[config.mk]
export PLATFORM = sky130hd
export DESIGN_NAME = float_literal_scanner_flat
export DESIGN_NICKNAME = d
export VERILOG_FILES = /design/src/design/fls_pkg.sv /design/src/design/fls_stream_if.sv /design/src/design/fls_step.sv /design/src/design/float_literal_scanner.sv /design/src/flat_wrapper.sv
export SDC_FILE = /design/constraint.sdc
export NUM_CORES = 1
export LEC_CHECK = 0
export ABC_CLOCK_PERIOD_IN_PS = 13000
export BUFFER_PORTS_ARGS = -buffer_cell sky130_fd_sc_hd__buf_2
export CAP_MARGIN = 10
export CORE_UTILIZATION = 32
export CTS_BUF_LIST = sky130_fd_sc_hd__clkbuf_8
export DETAILED_ROUTE_END_ITERATION = 8
export SLEW_MARGIN = 15
export SYNTH_ARGS = -nofsm -noshare
export SYNTH_HDL_FRONTEND = slang
export SYNTH_HIERARCHICAL = 1
export SYNTH_SLANG_ARGS = --single-unit
[constraint.sdc]
create_clock -name clk -period 13 [get_ports clk]
set_input_delay 1.3 -clock clk [delete_from_list [all_inputs] [get_ports clk]]
set_output_delay 1.3 -clock clk [all_outputs]
set_load 0.02 [all_outputs]
[src/design/fls_pkg.sv]
// ----------------------------------------------------------------------------
// fls_pkg - float literal scanner shared definitions
// Word types, scan state, character codes and the word letter tables.
// ----------------------------------------------------------------------------
`default_nettype none

package fls_pkg;

    typedef enum logic [3:0] {
        PH_LEAD,
        PH_SIGNED,
        PH_WORD,
        PH_INT,
        PH_FRAC,
        PH_EXP_START,
        PH_EXP_SIGN,
        PH_EXP_DIGITS,
        PH_TRAIL,
        PH_FAIL
    } phase_t;

    typedef enum logic [1:0] {
        KIND_NONE,
        KIND_INF,
        KIND_NAN
    } word_kind_t;

    typedef struct packed {
        logic [7:0] char_in;
        logic       is_end;
    } in_word_t;

    typedef struct packed {
        logic       char_valid;
        logic [7:0] clean_char;
        logic       done_res;
        logic       accepted;
    } out_word_t;

    typedef struct packed {
        phase_t     phase;
        logic [2:0] word_position;
        word_kind_t word_kind;
        logic       mantissa_seen;
        logic       run_has_digit;
        logic       underscore_pending;
    } scan_state_t;

    localparam scan_state_t SCAN_RESET = '{
        phase:              PH_LEAD,
        word_position:      3'd0,
        word_kind:          KIND_NONE,
        mantissa_seen:      1'b0,
        run_has_digit:      1'b0,
        underscore_pending: 1'b0
    };

    localparam logic [7:0] CH_NUL        = 8'h00;
    localparam logic [7:0] CH_TAB        = 8'h09;
    localparam logic [7:0] CH_CR         = 8'h0D;
    localparam logic [7:0] CH_SPACE      = 8'h20;
    localparam logic [7:0] CH_PLUS       = 8'h2B;
    localparam logic [7:0] CH_MINUS      = 8'h2D;
    localparam logic [7:0] CH_DOT        = 8'h2E;
    localparam logic [7:0] CH_ZERO       = 8'h30;
    localparam logic [7:0] CH_NINE       = 8'h39;
    localparam logic [7:0] CH_UPPER_A    = 8'h41;
    localparam logic [7:0] CH_UPPER_E    = 8'h45;
    localparam logic [7:0] CH_UPPER_Z    = 8'h5A;
    localparam logic [7:0] CH_UNDERSCORE = 8'h5F;
    localparam logic [7:0] CH_LOWER_A    = 8'h61;
    localparam logic [7:0] CH_LOWER_E    = 8'h65;
    localparam logic [7:0] CH_LOWER_F    = 8'h66;
    localparam logic [7:0] CH_LOWER_I    = 8'h69;
    localparam logic [7:0] CH_LOWER_N    = 8'h6E;
    localparam logic [7:0] CH_LOWER_T    = 8'h74;
    localparam logic [7:0] CH_LOWER_Y    = 8'h79;
    localparam logic [7:0] CASE_OFFSET   = 8'h20;

    function automatic logic is_space(input logic [7:0] c);
        is_space = (c == CH_SPACE) || ((c >= CH_TAB) && (c <= CH_CR));
    endfunction

    function automatic logic is_digit(input logic [7:0] c);
        is_digit = (c >= CH_ZERO) && (c <= CH_NINE);
    endfunction

    function automatic logic [7:0] to_lower(input logic [7:0] c);
        if ((c >= CH_UPPER_A) && (c <= CH_UPPER_Z))
            to_lower = c + CASE_OFFSET;
        else
            to_lower = c;
    endfunction

    function automatic logic [7:0] inf_letter(input logic [2:0] pos);
        case (pos)
            3'd0:    inf_letter = CH_LOWER_I;
            3'd1:    inf_letter = CH_LOWER_N;
            3'd2:    inf_letter = CH_LOWER_F;
            3'd3:    inf_letter = CH_LOWER_I;
            3'd4:    inf_letter = CH_LOWER_N;
            3'd5:    inf_letter = CH_LOWER_I;
            3'd6:    inf_letter = CH_LOWER_T;
            default: inf_letter = CH_LOWER_Y;
        endcase
    endfunction

    function automatic logic [7:0] nan_letter(input logic [1:0] pos);
        case (pos)
            2'd0:    nan_letter = CH_LOWER_N;
            2'd1:    nan_letter = CH_LOWER_A;
            2'd2:    nan_letter = CH_LOWER_N;
            default: nan_letter = CH_NUL;
        endcase
    endfunction

endpackage

`default_nettype wire

[src/design/fls_stream_if.sv]
// ----------------------------------------------------------------------------
// fls_stream_if - valid/ready stream channel
// Carries one word per handshake; payload type set per instance.
// ----------------------------------------------------------------------------
`default_nettype none

interface fls_stream_if #(
    parameter type payload_t = logic [7:0]
);

    logic     valid;
    logic     ready;
    payload_t data;

    modport source (output valid, output data, input ready);
    modport sink   (input valid, input data, output ready);

endinterface

`default_nettype wire

[src/design/fls_step.sv]
// ----------------------------------------------------------------------------
// fls_step - scanner transition logic
// Computes next scan state and the result word for one input word.
// ----------------------------------------------------------------------------
`default_nettype none

module fls_step (
    input  var fls_pkg::scan_state_t state_cur,
    input  var fls_pkg::in_word_t    word_in,
    output fls_pkg::scan_state_t     state_next,
    output fls_pkg::out_word_t       word_out
);

    always_comb
    begin : step_blk
        fls_pkg::scan_state_t st;
        logic [7:0] c;
        logic [7:0] low;
        logic [7:0] expect_ch;
        logic [3:0] pos_inc;
        logic       cont;
        logic       ev;
        logic [7:0] ec;
        logic       acc;

        st        = state_cur;
        c         = word_in.char_in;
        low       = fls_pkg::to_lower(c);
        expect_ch = fls_pkg::CH_NUL;
        pos_inc   = 4'd0;
        cont      = 1'b1;
        ev        = 1'b0;
        ec        = fls_pkg::CH_NUL;
        acc       = 1'b0;

        if (word_in.is_end)
        begin
            case (state_cur.phase)
                fls_pkg::PH_WORD:
                    acc = (state_cur.word_kind == fls_pkg::KIND_INF) &&
                          (state_cur.word_position == 3'd3);
                fls_pkg::PH_INT, fls_pkg::PH_FRAC:
                    acc = state_cur.mantissa_seen && !state_cur.underscore_pending;
                fls_pkg::PH_EXP_DIGITS:
                    acc = state_cur.run_has_digit && !state_cur.underscore_pending;
                fls_pkg::PH_TRAIL:
                    acc = 1'b1;
                default:
                    acc = 1'b0;
            endcase
            st = fls_pkg::SCAN_RESET;
        end
        else if (state_cur.phase != fls_pkg::PH_FAIL)
        begin
            if (st.phase == fls_pkg::PH_LEAD)
            begin
                if (fls_pkg::is_space(c))
                    cont = 1'b0;
                else
                begin
                    st.phase = fls_pkg::PH_SIGNED;
                    if ((c == fls_pkg::CH_PLUS) || (c == fls_pkg::CH_MINUS))
                    begin
                        ev   = 1'b1;
                        ec   = c;
                        cont = 1'b0;
                    end
                end
            end

            if (cont && (st.phase == fls_pkg::PH_SIGNED))
            begin
                if ((low == fls_pkg::CH_LOWER_I) || (low == fls_pkg::CH_LOWER_N))
                begin
                    st.word_kind     = (low == fls_pkg::CH_LOWER_I) ?
                                       fls_pkg::KIND_INF : fls_pkg::KIND_NAN;
                    st.word_position = 3'd1;
                    st.phase         = fls_pkg::PH_WORD;
                    ev               = 1'b1;
                    ec               = low;
                    cont             = 1'b0;
                end
                else
                begin
                    st.phase         = fls_pkg::PH_INT;
                    st.run_has_digit = 1'b0;
                end
            end

            if (cont)
            begin
                case (st.phase)
                    fls_pkg::PH_WORD:
                    begin
                        if ((st.word_kind == fls_pkg::KIND_INF) &&
                            (st.word_position == 3'd3) && fls_pkg::is_space(c))
                            st.phase = fls_pkg::PH_TRAIL;
                        else
                        begin
                            expect_ch = (st.word_kind == fls_pkg::KIND_INF) ?
                                        fls_pkg::inf_letter(st.word_position) :
                                        fls_pkg::nan_letter(st.word_position[1:0]);
                            if ((low != expect_ch) || (expect_ch == fls_pkg::CH_NUL))
                                st.phase = fls_pkg::PH_FAIL;
                            else
                            begin
                                if (st.word_position < 3'd3)
                                begin
                                    ev = 1'b1;
                                    ec = expect_ch;
                                end
                                pos_inc = {1'b0, st.word_position} + 4'd1;
                                if (((st.word_kind == fls_pkg::KIND_NAN) &&
                                     (pos_inc >= 4'd3)) || (pos_inc >= 4'd8))
                                begin
                                    st.phase         = fls_pkg::PH_TRAIL;
                                    st.word_position = 3'd0;
                                end
                                else
                                    st.word_position = pos_inc[2:0];
                            end
                        end
                    end
                    fls_pkg::PH_INT, fls_pkg::PH_FRAC:
                    begin
                        if (fls_pkg::is_digit(c))
                        begin
                            st.run_has_digit      = 1'b1;
                            st.underscore_pending = 1'b0;
                            st.mantissa_seen      = 1'b1;
                            ev                    = 1'b1;
                            ec                    = c;
                        end
                        else if (st.underscore_pending)
                            st.phase = fls_pkg::PH_FAIL;
                        else if (c == fls_pkg::CH_UNDERSCORE)
                        begin
                            if (!st.run_has_digit)
                                st.phase = fls_pkg::PH_FAIL;
                            else
                                st.underscore_pending = 1'b1;
                        end
                        else if ((c == fls_pkg::CH_DOT) && (st.phase == fls_pkg::PH_INT))
                        begin
                            ev               = 1'b1;
                            ec               = c;
                            st.phase         = fls_pkg::PH_FRAC;
                            st.run_has_digit = 1'b0;
                        end
                        else if (((c == fls_pkg::CH_LOWER_E) || (c == fls_pkg::CH_UPPER_E)) &&
                                 st.mantissa_seen)
                        begin
                            ev               = 1'b1;
                            ec               = fls_pkg::CH_LOWER_E;
                            st.phase         = fls_pkg::PH_EXP_START;
                            st.run_has_digit = 1'b0;
                        end
                        else if (fls_pkg::is_space(c) && st.mantissa_seen)
                            st.phase = fls_pkg::PH_TRAIL;
                        else
                            st.phase = fls_pkg::PH_FAIL;
                    end
                    fls_pkg::PH_EXP_START, fls_pkg::PH_EXP_SIGN:
                    begin
                        if ((st.phase == fls_pkg::PH_EXP_START) &&
                            ((c == fls_pkg::CH_PLUS) || (c == fls_pkg::CH_MINUS)))
                        begin
                            ev       = 1'b1;
                            ec       = c;
                            st.phase = fls_pkg::PH_EXP_SIGN;
                        end
                        else if (fls_pkg::is_digit(c))
                        begin
                            ev               = 1'b1;
                            ec               = c;
                            st.run_has_digit = 1'b1;
                            st.phase         = fls_pkg::PH_EXP_DIGITS;
                        end
                        else
                            st.phase = fls_pkg::PH_FAIL;
                    end
                    fls_pkg::PH_EXP_DIGITS:
                    begin
                        if (fls_pkg::is_digit(c))
                        begin
                            st.run_has_digit      = 1'b1;
                            st.underscore_pending = 1'b0;
                            ev                    = 1'b1;
                            ec                    = c;
                        end
                        else if (st.underscore_pending)
                            st.phase = fls_pkg::PH_FAIL;
                        else if (c == fls_pkg::CH_UNDERSCORE)
                        begin
                            if (!st.run_has_digit)
                                st.phase = fls_pkg::PH_FAIL;
                            else
                                st.underscore_pending = 1'b1;
                        end
                        else if (fls_pkg::is_space(c))
                            st.phase = fls_pkg::PH_TRAIL;
                        else
                            st.phase = fls_pkg::PH_FAIL;
                    end
                    fls_pkg::PH_TRAIL:
                    begin
                        if (!fls_pkg::is_space(c))
                            st.phase = fls_pkg::PH_FAIL;
                    end
                    default:
                        st.phase = fls_pkg::PH_FAIL;
                endcase
            end

            if (st.phase == fls_pkg::PH_FAIL)
            begin
                ev = 1'b0;
                ec = fls_pkg::CH_NUL;
            end
        end

        state_next          = st;
        word_out.char_valid = ev;
        word_out.clean_char = ev ? ec : fls_pkg::CH_NUL;
        word_out.done_res   = word_in.is_end;
        word_out.accepted   = acc;
    end

endmodule

`default_nettype wire

[src/design/float_literal_scanner.sv]
// ----------------------------------------------------------------------------
// float_literal_scanner - streaming float literal checker
//
//   channel  dir  word        fields
//   in_ch    in   in_word_t   char_in, is_end
//   out_ch   out  out_word_t  char_valid, clean_char, done_res, accepted
//
// One word per cycle while the result is not stalled; each word gives exactly one result word.
// Path: input register, then scan logic into result register.
// Scan state updates as a word moves from the input to the result register.
// A stalled result holds both registers; in_ch.ready stays high while the
// input register is empty or moving. Reset returns the scan to leading space.
// ----------------------------------------------------------------------------
`default_nettype none

module float_literal_scanner (
    input  wire           clk,
    input  wire           rst_n,
    fls_stream_if.sink    in_ch,
    fls_stream_if.source  out_ch
);

    logic                 in_valid_reg;
    fls_pkg::in_word_t    in_word_reg;
    fls_pkg::scan_state_t state_reg;
    fls_pkg::scan_state_t state_next;
    logic                 out_valid_reg;
    fls_pkg::out_word_t   out_word_reg;
    fls_pkg::out_word_t   out_word_next;
    logic                 out_free;
    logic                 advance;

    assign out_free    = !out_valid_reg || out_ch.ready;
    assign advance     = in_valid_reg && out_free;
    assign in_ch.ready = !in_valid_reg || out_free;

    fls_step u_step (
        .state_cur  (state_reg),
        .word_in    (in_word_reg),
        .state_next (state_next),
        .word_out   (out_word_next)
    );

    always_ff @(posedge clk or negedge rst_n)
    begin
        if (!rst_n)
        begin
            in_valid_reg  <= 1'b0;
            out_valid_reg <= 1'b0;
            state_reg     <= fls_pkg::SCAN_RESET;
        end
        else
        begin
            if (in_ch.ready)
                in_valid_reg <= in_ch.valid;
            if (out_free)
                out_valid_reg <= in_valid_reg;
            if (advance)
                state_reg <= state_next;
        end
    end

    always_ff @(posedge clk)
    begin
        if (in_ch.ready && in_ch.valid)
            in_word_reg <= in_ch.data;
        if (advance)
            out_word_reg <= out_word_next;
    end

    assign out_ch.valid = out_valid_reg;
    assign out_ch.data  = out_word_reg;

endmodule

`default_nettype wire

[src/flat_wrapper.sv]
// flat-port wrapper written by rule: the top's interface ports become plain ports
module float_literal_scanner_flat 
  (clk, rst_n, in_ch_valid, in_ch_data, in_ch_ready, out_ch_valid, out_ch_data, out_ch_ready);
  fls_stream_if in_ch_i ();
  fls_stream_if out_ch_i ();
  input  wire clk;
  input  wire rst_n;
  input wire logic [$bits(in_ch_i.valid)-1:0] in_ch_valid;
  input wire logic [$bits(in_ch_i.data)-1:0] in_ch_data;
  output wire logic [$bits(in_ch_i.ready)-1:0] in_ch_ready;
  output wire logic [$bits(out_ch_i.valid)-1:0] out_ch_valid;
  output wire logic [$bits(out_ch_i.data)-1:0] out_ch_data;
  input wire logic [$bits(out_ch_i.ready)-1:0] out_ch_ready;
  assign in_ch_i.valid = in_ch_valid;
  assign in_ch_i.data = in_ch_data;
  assign in_ch_ready = in_ch_i.ready;
  assign out_ch_valid = out_ch_i.valid;
  assign out_ch_data = out_ch_i.data;
  assign out_ch_i.ready = out_ch_ready;
  float_literal_scanner u_core (.clk(clk), .rst_n(rst_n), .in_ch(in_ch_i), .out_ch(out_ch_i));
endmodule
Yosys cells after proc, flatten, opt, wreduce, memory -nomap -nowiden. Cells that the tools add are included. Widths: inputs -> output; s select.

Add/subtract/negate cells: 2. Order comparisons: 9. Eq/ne operators: 37. Muxes and demuxes: 118. Bitwise logic cells: 2. Reductions and logical operators: 46.

Operators by type and width (count): $mux 6 (16); $mux 8 (12); $mux 4 (19); $mux 1 (46); $eq 7x6->1 const B (4); $mux 9 (3); $eq 4x3->1 const B (6); $mux 12 (2); $pmux 6 s4 (1); $eq 7x7->1 const B (3); $mux 7 (3); $pmux 4 s5 (1); $pmux 5 s4 (1); $eq 4x2->1 const B (4); $eq 8x7->1 const B (2); $logic_and 1x1->1 (16); $mux 3 (5); $pmux 7 s2 (1); $eq 4x4->1 const B (3); $reduce_or 2->1 (5); $eq 3x2->1 const B (3); $eq 3x3->1 const B (3); $add 7x6->8 const B (1); $logic_not 8->1 (1); other kinds (34) (53).

Bits in registers: 30.

Depth between registers and ports, before layout. Gate-level depths: netlist of run 1.

Word-level depth: 35. Depth in mapped cells: 21. Mapped depth without buffers: 20.

Cells and area by module. Netlist of run 1, hierarchy kept.

By module, submodules not included: fls_step (instances 1, cells an instance 303, area each 1894.3 µm²); float_literal_scanner (instances 1, cells an instance 51, area each 1079.8 µm²).

Worst setup path before layout of run 1. Ideal clock, no wire load.

Kind: flip-flop to flip-flop. Start: register u_core/in_word_reg[2] (netlist bit). End: register u_core/state_reg[6] (netlist bit). Setup time: 0.064 ns. Arrival: 4.486 ns. Data required time: 12.936 ns. Slack: 8.450 ns. Stages on the path, launching flop included: 19. Buffers on the path: 0. Cell sequence: edfxtp_1 > or4_1 > or3b_4 > nand4_2 > nor2_1 > or2_2 > ha_1 > ha_1 > nor2_1 > and4b_1 > o221ai_1 > o211ai_1 > xnor2_1 > a211o_1 > a221oi_2 > nand2_2 > or4_1 > a21oi_1 > mux2_4.

RTL lines: start: declaration (line float_literal_scanner.sv:24) `fls_pkg::in_word_t in_word_reg;`; start signal: assignment (line float_literal_scanner.sv:66) `in_word_reg <= in_ch.data;`; end signal: assignment (line float_literal_scanner.sv:50) `state_reg <= fls_pkg::SCAN_RESET;`; end signal: assignment (line float_literal_scanner.sv:59) `state_reg <= state_next;`; end: declaration (line float_literal_scanner.sv:25) `fls_pkg::scan_state_t state_reg;`.

Worst setup path in the final report of run 1.
Start: register u_core/in_word_reg[2] (netlist bit). End: register u_core.out_word_reg, in the netlist u_core/out_ch.data[5] (data pin).

Longest elaborated chain between the ends: 35. Elaborated cells between the ends (all ways): 162. Classes of those cells: add/sub (2); order compare (9); eq/ne (29); mux (95); bitwise (1); reduce/logical (26).

Ends and longest elaborated chain: $ge 7x4->1 / $le 7x4->1 (equally long branches) (line fls_pkg.sv:81) `is_space = (c == CH_SPACE) || ((c >= CH_TAB) && (c <= CH_CR));`; $logic_and 1x1->1 (line fls_pkg.sv:81); $logic_or 1x1->1 (line fls_pkg.sv:81); $mux 4 (line fls_step.sv:57) `if (fls_pkg::is_space(c))`; $mux 4 (line fls_step.sv:55) `if (st.phase == fls_pkg::PH_LEAD)`; $mux 4 (line fls_step.sv:53) `else if (state_cur.phase != fls_pkg::PH_FAIL)`; $mux 4 (line fls_step.sv:36) `if (word_in.is_end)`; $eq 4x1->1 (line fls_step.sv:71) `if (cont && (st.phase == fls_pkg::PH_SIGNED))`; [19 not listed]; $mux 7 (line fls_step.sv:53); $mux 7 (line fls_step.sv:36); $eq 4x4->1 (line fls_step.sv:215) `if (st.phase == fls_pkg::PH_FAIL)`; $mux 1 (line fls_step.sv:215); $mux 1 (line fls_step.sv:53); $mux 1 (line fls_step.sv:36); $not 1->1 (no line); $reduce_or 4->1 (no line); end signal: assignment (line float_literal_scanner.sv:68) `out_word_reg <= out_word_next;`; end: declaration (line float_literal_scanner.sv:28) `fls_pkg::out_word_t out_word_reg;`.

Several ways; a longest one is shown, not always the timed one. The select of a mux whose other input is x is not followed. A chain may end at the register's enable or synchronous reset.

==> impl_metrics.py, run 1 <==
metrics = {
    "placed_design": {
        "placed_area_sq_um": 3100,
        "hpwl_um": 6240,
        "dp.cells": 463,
        "place_congestion": 0.982,
        "portBuffers": 21,
    },
    "detailed_routing": {
        "wl_per_cell_um": 18.1,
        "drc_errors": 0,
        "dr.pass1.iters": 5,
        "route.vias.total": 2874,
        "drt_iter0_drc": 362,
        "drt-total-wl_um": 8520,
        "ant_nets": 0,
        "via_per_inst": 6.10,
    },
    "pwr": {
        "p_leak_nw": 1.26,
        "power.density_nw_per_um2": 93.6,
        "vdd_drop_max_mv": 0.0423,
        "power_uw": 299,
        "p_seq_share_pct": 41.8,
        "p_sw_uw": 114,
        "swShare_pct": 38.2,
        "power_frac_comb_pct": 31.2,
        "internal_power_uw": 185,
        "power.share.clock_pct": 27.0,
    },
    "clock_tree": {
        "cts-resized-gates": 0,
        "clk_path_buf_depth": 2,
        "clkTransAtPathRegs_ns": 0.07,
        "cts_buffers": 5,
        "htree_levels": 2,
        "postCtsHoldBufs": 0,
        "clock_sinks": 30,
        "cts_tree": "built",
        "clock-root-buffer": "clkbuf_8",
        "cts_setup_buffers": 0,
        "clock_latency_ns": 0.29,
    },
    "setup_path": {
        "rrSetupSlack_ns": 7.64,
        "crit_type": "register to register",
        "critPathLaunchType": "register",
        "critPathMaxFanout": 17,
        "critPathSlowestCell": "edfxtp_1",
        "cp.arrival_ns": 5.47,
        "r2r_start": "u_core/in_word_reg[2]",
        "cp_data_required_time_ns": 13.11,
        "critPathMaxStageDelay_ns": 0.64,
        "rr_endpoint": "u_core/out_ch.data[5]",
        "crit_end": "u_core/out_ch.data[5]",
        "cp-startpoint": "u_core/in_word_reg[2]",
        "r2r_cells": 17,
        "crit_chain": "or4_1, or3b_4, nand4_2, nor2_1, or2_2, ha_1, ha_1, nor2_1, and4b_1, o221ai_1, o211ai_1, xnor2_1, a211o_1, a221oi_2, nand2_2, or4_1, a31oi_1",
        "cp-end-kind": "register",
    },
    "finish": {
        "antenna_cells": 0,
        "num-nets-final": 382,
        "layout.cells.non_filler": 471,
        "largest_reg_flops": 12,
        "drive_gt1_share_pct": 17.1,
        "fin_area_sq_um": 3190,
        "area_growth_pct": 8.32,
    },
    "timing": {
        "layout_min_cycle_time_ns": 5.36,
        "finClkSkew_ns": 0.00650,
        "timing.final.crit_share_pct": 41.3,
        "worst_slew_pin_slew_ns": 0.883,
        "slew_viol_final": 0,
        "maxSlewHeadroom_pct": 40.8,
        "setup_tns_ns": 0,
        "fmax_mhz": 186,
        "hold_viol": 0,
        "setup_viol": 0,
        "rsz0062_at_grt": "no",
        "fin_hold_ws_ns": 0.563,
    },
    "grt": {
        "grt_pass1_vias": 2728,
        "top_usage_layer": "met2",
        "grt_pass1_wl_um": 13700,
        "grt_max_degree": 24,
        "met1_usage_pct": 23.8,
        "antenna_found_initial": 0,
        "gr-usage-met2_pct": 28.2,
        "met3_usage_pct": 3.87,
        "grtUsageTotal_pct": 18.0,
        "overflow": 0,
    },
    "floorplanning": {
        "die_w_um": 98.0,
        "core_region_area_sq_um": 8810,
        "dieArea_sq_um": 9600,
        "start_util_pct": 33.5,
        "dieHeight_um": 98.0,
        "io_pins": 22,
        "fp-row-count": 34,
    },
    "hold_path": {
        "min_path_type": "register to register",
    },
    "logic_synthesis": {
        "synth-warning-count": 6,
        "syn_avg_cell_area_sq_um": 8.42,
        "syn_inst": 350,
        "synth_area_sq_um": 2950,
    },
    "outcome": {
        "status": "finished clean",
    },
    "flow_run": {
        "maxCapViolCount": 0,
    },
}
## cell type report
cell class	instances	area (sq um)
clock buffer	6	82.6
clock inverter	2	8.76
fill	897	5610
inverter	14	52.6
multi-input combinational	290	1980
sequential	30	831
tap	108	135
timing repair buffer	21	105
## layer usage
layer / up-vias / wire length, um
met5: - / 0
met4: 0 / 269
met3: 36 / 602
met2: 148 / 3800
met1: 1351 / 3840
li1: 1339 / -
## how the worst min path moves through the flow
| stage | end | startpoint | cells after the start | slack, ns |
|---|---|---|---|---|
| finish | u_core/out_ch.valid | u_core/in_valid_reg | 1 | 0.56 |
| global route | u_core/state_reg[3] | u_core/state_reg[3] | 1 | 0.59 |
| CTS | u_core/state_reg[3] | u_core/state_reg[3] | 1 | 0.56 |
| detailed placement | u_core/state_reg[3] | u_core/state_reg[3] | 1 | 0.55 |
| global placement | u_core/out_ch.valid | u_core/in_valid_reg | 1 | 0.54 |
| floorplan | u_core/state_reg[10] | u_core/state_reg[10] | 1 | 0.50 |
## critical path, delay by kind of cell, from the launching register on
| kind | cells | cell delay, ns |
|---|---|---|
| fa+ha+maj | 2 | 0.41 |
| compound gates | 5 | 1.12 |
| flops | 1 | 0.64 |
| simple gates | 9 | 2.90 |
| xor+xnor | 1 | 0.11 |
## power groups by stage
stage	Sequential, mW	Clock, mW	Combinational (mW)
after floorplan	0.119	0	0.0747
after global placement	0.127	0	0.0904
after detailed placement	0.126	0	0.0897
after CTS	0.124	0.0833	0.0906
after global routing	0.127	0.0875	0.101
final	0.125	0.0808	0.0932
## cells in the final DEF, fill, tap and decap left out, types with 6 or more instances in the layout
| cell type | count |
|---|---|
| clkbuf_8 | 6 |
| nand2_1 | 22 |
| and2_1 | 8 |
| a31oi_1 | 12 |
| nand3b_1 | 6 |
| a21oi_1 | 29 |
| inv_1 | 14 |
| o21ai_0 | 15 |
| nand3_1 | 11 |
| buf_2 | 21 |
| edfxtp_1 | 16 |
| mux2_4 | 9 |
| dfrtp_1 | 14 |
| nor2_1 | 33 |
| ha_1 | 8 |
| nand2b_1 | 8 |
## per-stage QoR
stage	util, %	worst slack, ns
after floorplan	-	8.45
after global placement	35.2	7.85
after detailed placement	35.2	7.73
after CTS	36.2	7.71
after global routing	36.2	7.22
final	36.2	7.64
Power figures use the tool's default switching activity.
==> run 2, diff against run 1 <==
Settings changed: ABC_CLOCK_PERIOD_IN_PS 13000 to 4900.
Clock period 13 ns to 4.9 ns, I/O delays scaled along.
==> run 2 against run 1 <==
Compared with the run above: worst setup slack worse by 7.4 ns; core utilization increased by 2.0 points; die area unchanged; via count increased by 2.4%; sequential share of layout area is 1.4 points lower; final cell count increased by 4.5%; combinational power grew to 3.1 times the previous value; first-iteration DRC count shrank 23%; non-clock buffer count up 21; largest cell class unchanged.
==> impl_metrics.py, run 2 (synthesis results as in run 1) <==
metrics = {
    "placed_design": {
        "portBuffers": 21,
        "pre_cts_slack_ns": 0.147,
        "placed_area_sq_um": 3230,
        "place_congestion": 0.958,
        "hpwl_um": 6330,
    },
    "floorplanning": {
        "dieArea_sq_um": 9600,
        "io_pins": 22,
        "fp-row-count": 34,
        "die_w_um": 98.0,
        "dieHeight_um": 98.0,
        "core_region_area_sq_um": 8810,
        "start_util_pct": 33.5,
    },
    "setup_path": {
        "cp-end-kind": "register",
        "critPathLaunchType": "register",
        "cp_data_required_time_ns": 5.12,
        "r2r_cells": 18,
        "rrSetupSlack_ns": 0.22,
        "cp-startpoint": "u_core/in_word_reg[2]",
        "critPathMaxFanout": 6,
        "cp.arrival_ns": 4.90,
        "crit_type": "register to register",
        "r2r_start": "u_core/in_word_reg[2]",
    },
    "hold_path": {
        "min_path_type": "input port to async pin",
    },
    "clock_tree": {
        "clock-root-buffer": "clkbuf_8",
        "clock_latency_ns": 0.29,
        "clk_path_buf_depth": 2,
        "htree_levels": 2,
        "clock_sinks": 30,
        "cts_buffers": 5,
        "clkTransAtPathRegs_ns": 0.07,
        "cts_tree": "built",
        "postCtsHoldBufs": 0,
    },
    "timing": {
        "fmax_mhz": 214,
        "hold_viol": 0,
        "finClkSkew_ns": 0.0118,
        "layout_min_cycle_time_ns": 4.68,
        "timing.final.crit_share_pct": 95.4,
        "worst_slew_pin_slew_ns": 0.947,
        "slew_viol_final": 0,
        "setup_viol": 0,
        "maxSlewHeadroom_pct": 36.5,
        "finalWorstSetupSlack_ns": 0.224,
    },
    "detailed_routing": {
        "drt-total-wl_um": 8560,
        "via_per_inst": 5.98,
        "ant_nets": 0,
        "drc_errors": 0,
        "drt_iter0_drc": 279,
        "route.vias.total": 2942,
        "wl_per_cell_um": 17.4,
        "dr.pass1.iters": 5,
    },
    "finish": {
        "largest_reg_flops": 12,
        "drive_gt1_share_pct": 22.7,
        "final_common_cell": "nor2_1",
        "num-nets-final": 403,
        "fill_cells": 890,
        "area_growth_pct": 14.4,
        "layout_common_cells": "nor2_1 (32), a21oi_1 (29), nand2_1 (22)",
        "antenna_cells": 0,
        "fin_area_sq_um": 3370,
    },
    "pwr": {
        "power.density_nw_per_um2": 240,
        "vdd_drop_max_mv": 0.110,
        "p_leak_nw": 1.36,
    },
    "flow_run": {
        "maxCapViolCount": 0,
    },
    "grt": {
        "grt_max_degree": 23,
        "grtUsageTotal_pct": 18.3,
        "antenna_found_initial": 0,
        "grt_pass1_wl_um": 14100,
        "grt_pass1_vias": 2741,
        "overflow": 0,
    },
    "outcome": {
        "status": "finished clean",
    },
}
-- run 2: changes by cell type in the layout (fill, tap and decap cells not counted) --
cell | before | now
buf_4 | 0 | 21
ha_1 | 8 | 6
ha_2 | 0 | 2
a221oi_2 | 1 | 0
a221oi_4 | 0 | 1
nor2_1 | 33 | 32
nor2_2 | 0 | 1
nor2b_1 | 4 | 3
nor2b_2 | 0 | 1
-- run 2: per-layer routing --
metal	wire, um	vias to the layer above	track usage, %
li1	-	1392	-
met1	3920	1403	24.6
met2	3820	135	29.4
met3	694	12	4.15
met4	132	0	5.01
met5	0	-	0
-- run 2: critical path, cell delays in order, from the launching register on --
cell and delay, ns:
edfxtp_1 0.38, or4_1 0.56, or3b_4 0.43, nand4_2 0.09, nor2_1 0.07, or2_2 0.34
ha_1 0.20, ha_1 0.21, nor2_2 0.15, and4b_1 0.23, o221ai_1 0.11, o211ai_1 0.15
xnor2_1 0.10, a211o_1 0.30, a221oi_4 0.24, nand2_2 0.14, or4_1 0.56, a21oi_1 0.16
mux2_4 0.16
-- run 2: worst paths after layout --
path,to
max in group asynchronous,u_core/state_reg[3]
min,u_core/state_reg[9]
max,u_core/state_reg[6]
max reg2reg,u_core/state_reg[6]
min in group clk,u_core/in_word_reg[0]
min reg2reg,u_core/out_ch.valid
-- run 2: power breakdown --
part	internal, mW	switching, mW
combinational	0.104	0.186
clock	0.111	0.0983
sequential	0.288	0.0209
total	0.503	0.305
-- run 2: what timing repair did --
action | CTS | global route
buffers inserted | 0 | 4
hold endpoints to repair | 0 | 0
gates resized for setup | 0 | 5
setup endpoints to repair | 0 | 6
-- run 2: cell type report --
class	count	area, sq um	share of cell area, %
repair buffers	42	263	7.80
clock inverters	2	8.76	0.260
multi-input cells	290	2000	59.3
inverters	14	52.6	1.56
clock buffers	6	82.6	2.45
well taps	108	135	4.01
flip-flops and latches	30	831	24.6
-- run 2: stage by stage --
step,power [mW],setup TNS (ns),util (%),hold slack [ns],instances
floorplan,0.513,0,-,0.194,354
global route,0.850,-0.0309,38.3,0.118,492
global placement,0.592,0,36.7,0.407,480
CTS,0.802,0,37.7,0.104,488
detailed placement,0.592,0,36.7,0.420,480
finish,0.809,0,38.3,0.0985,492
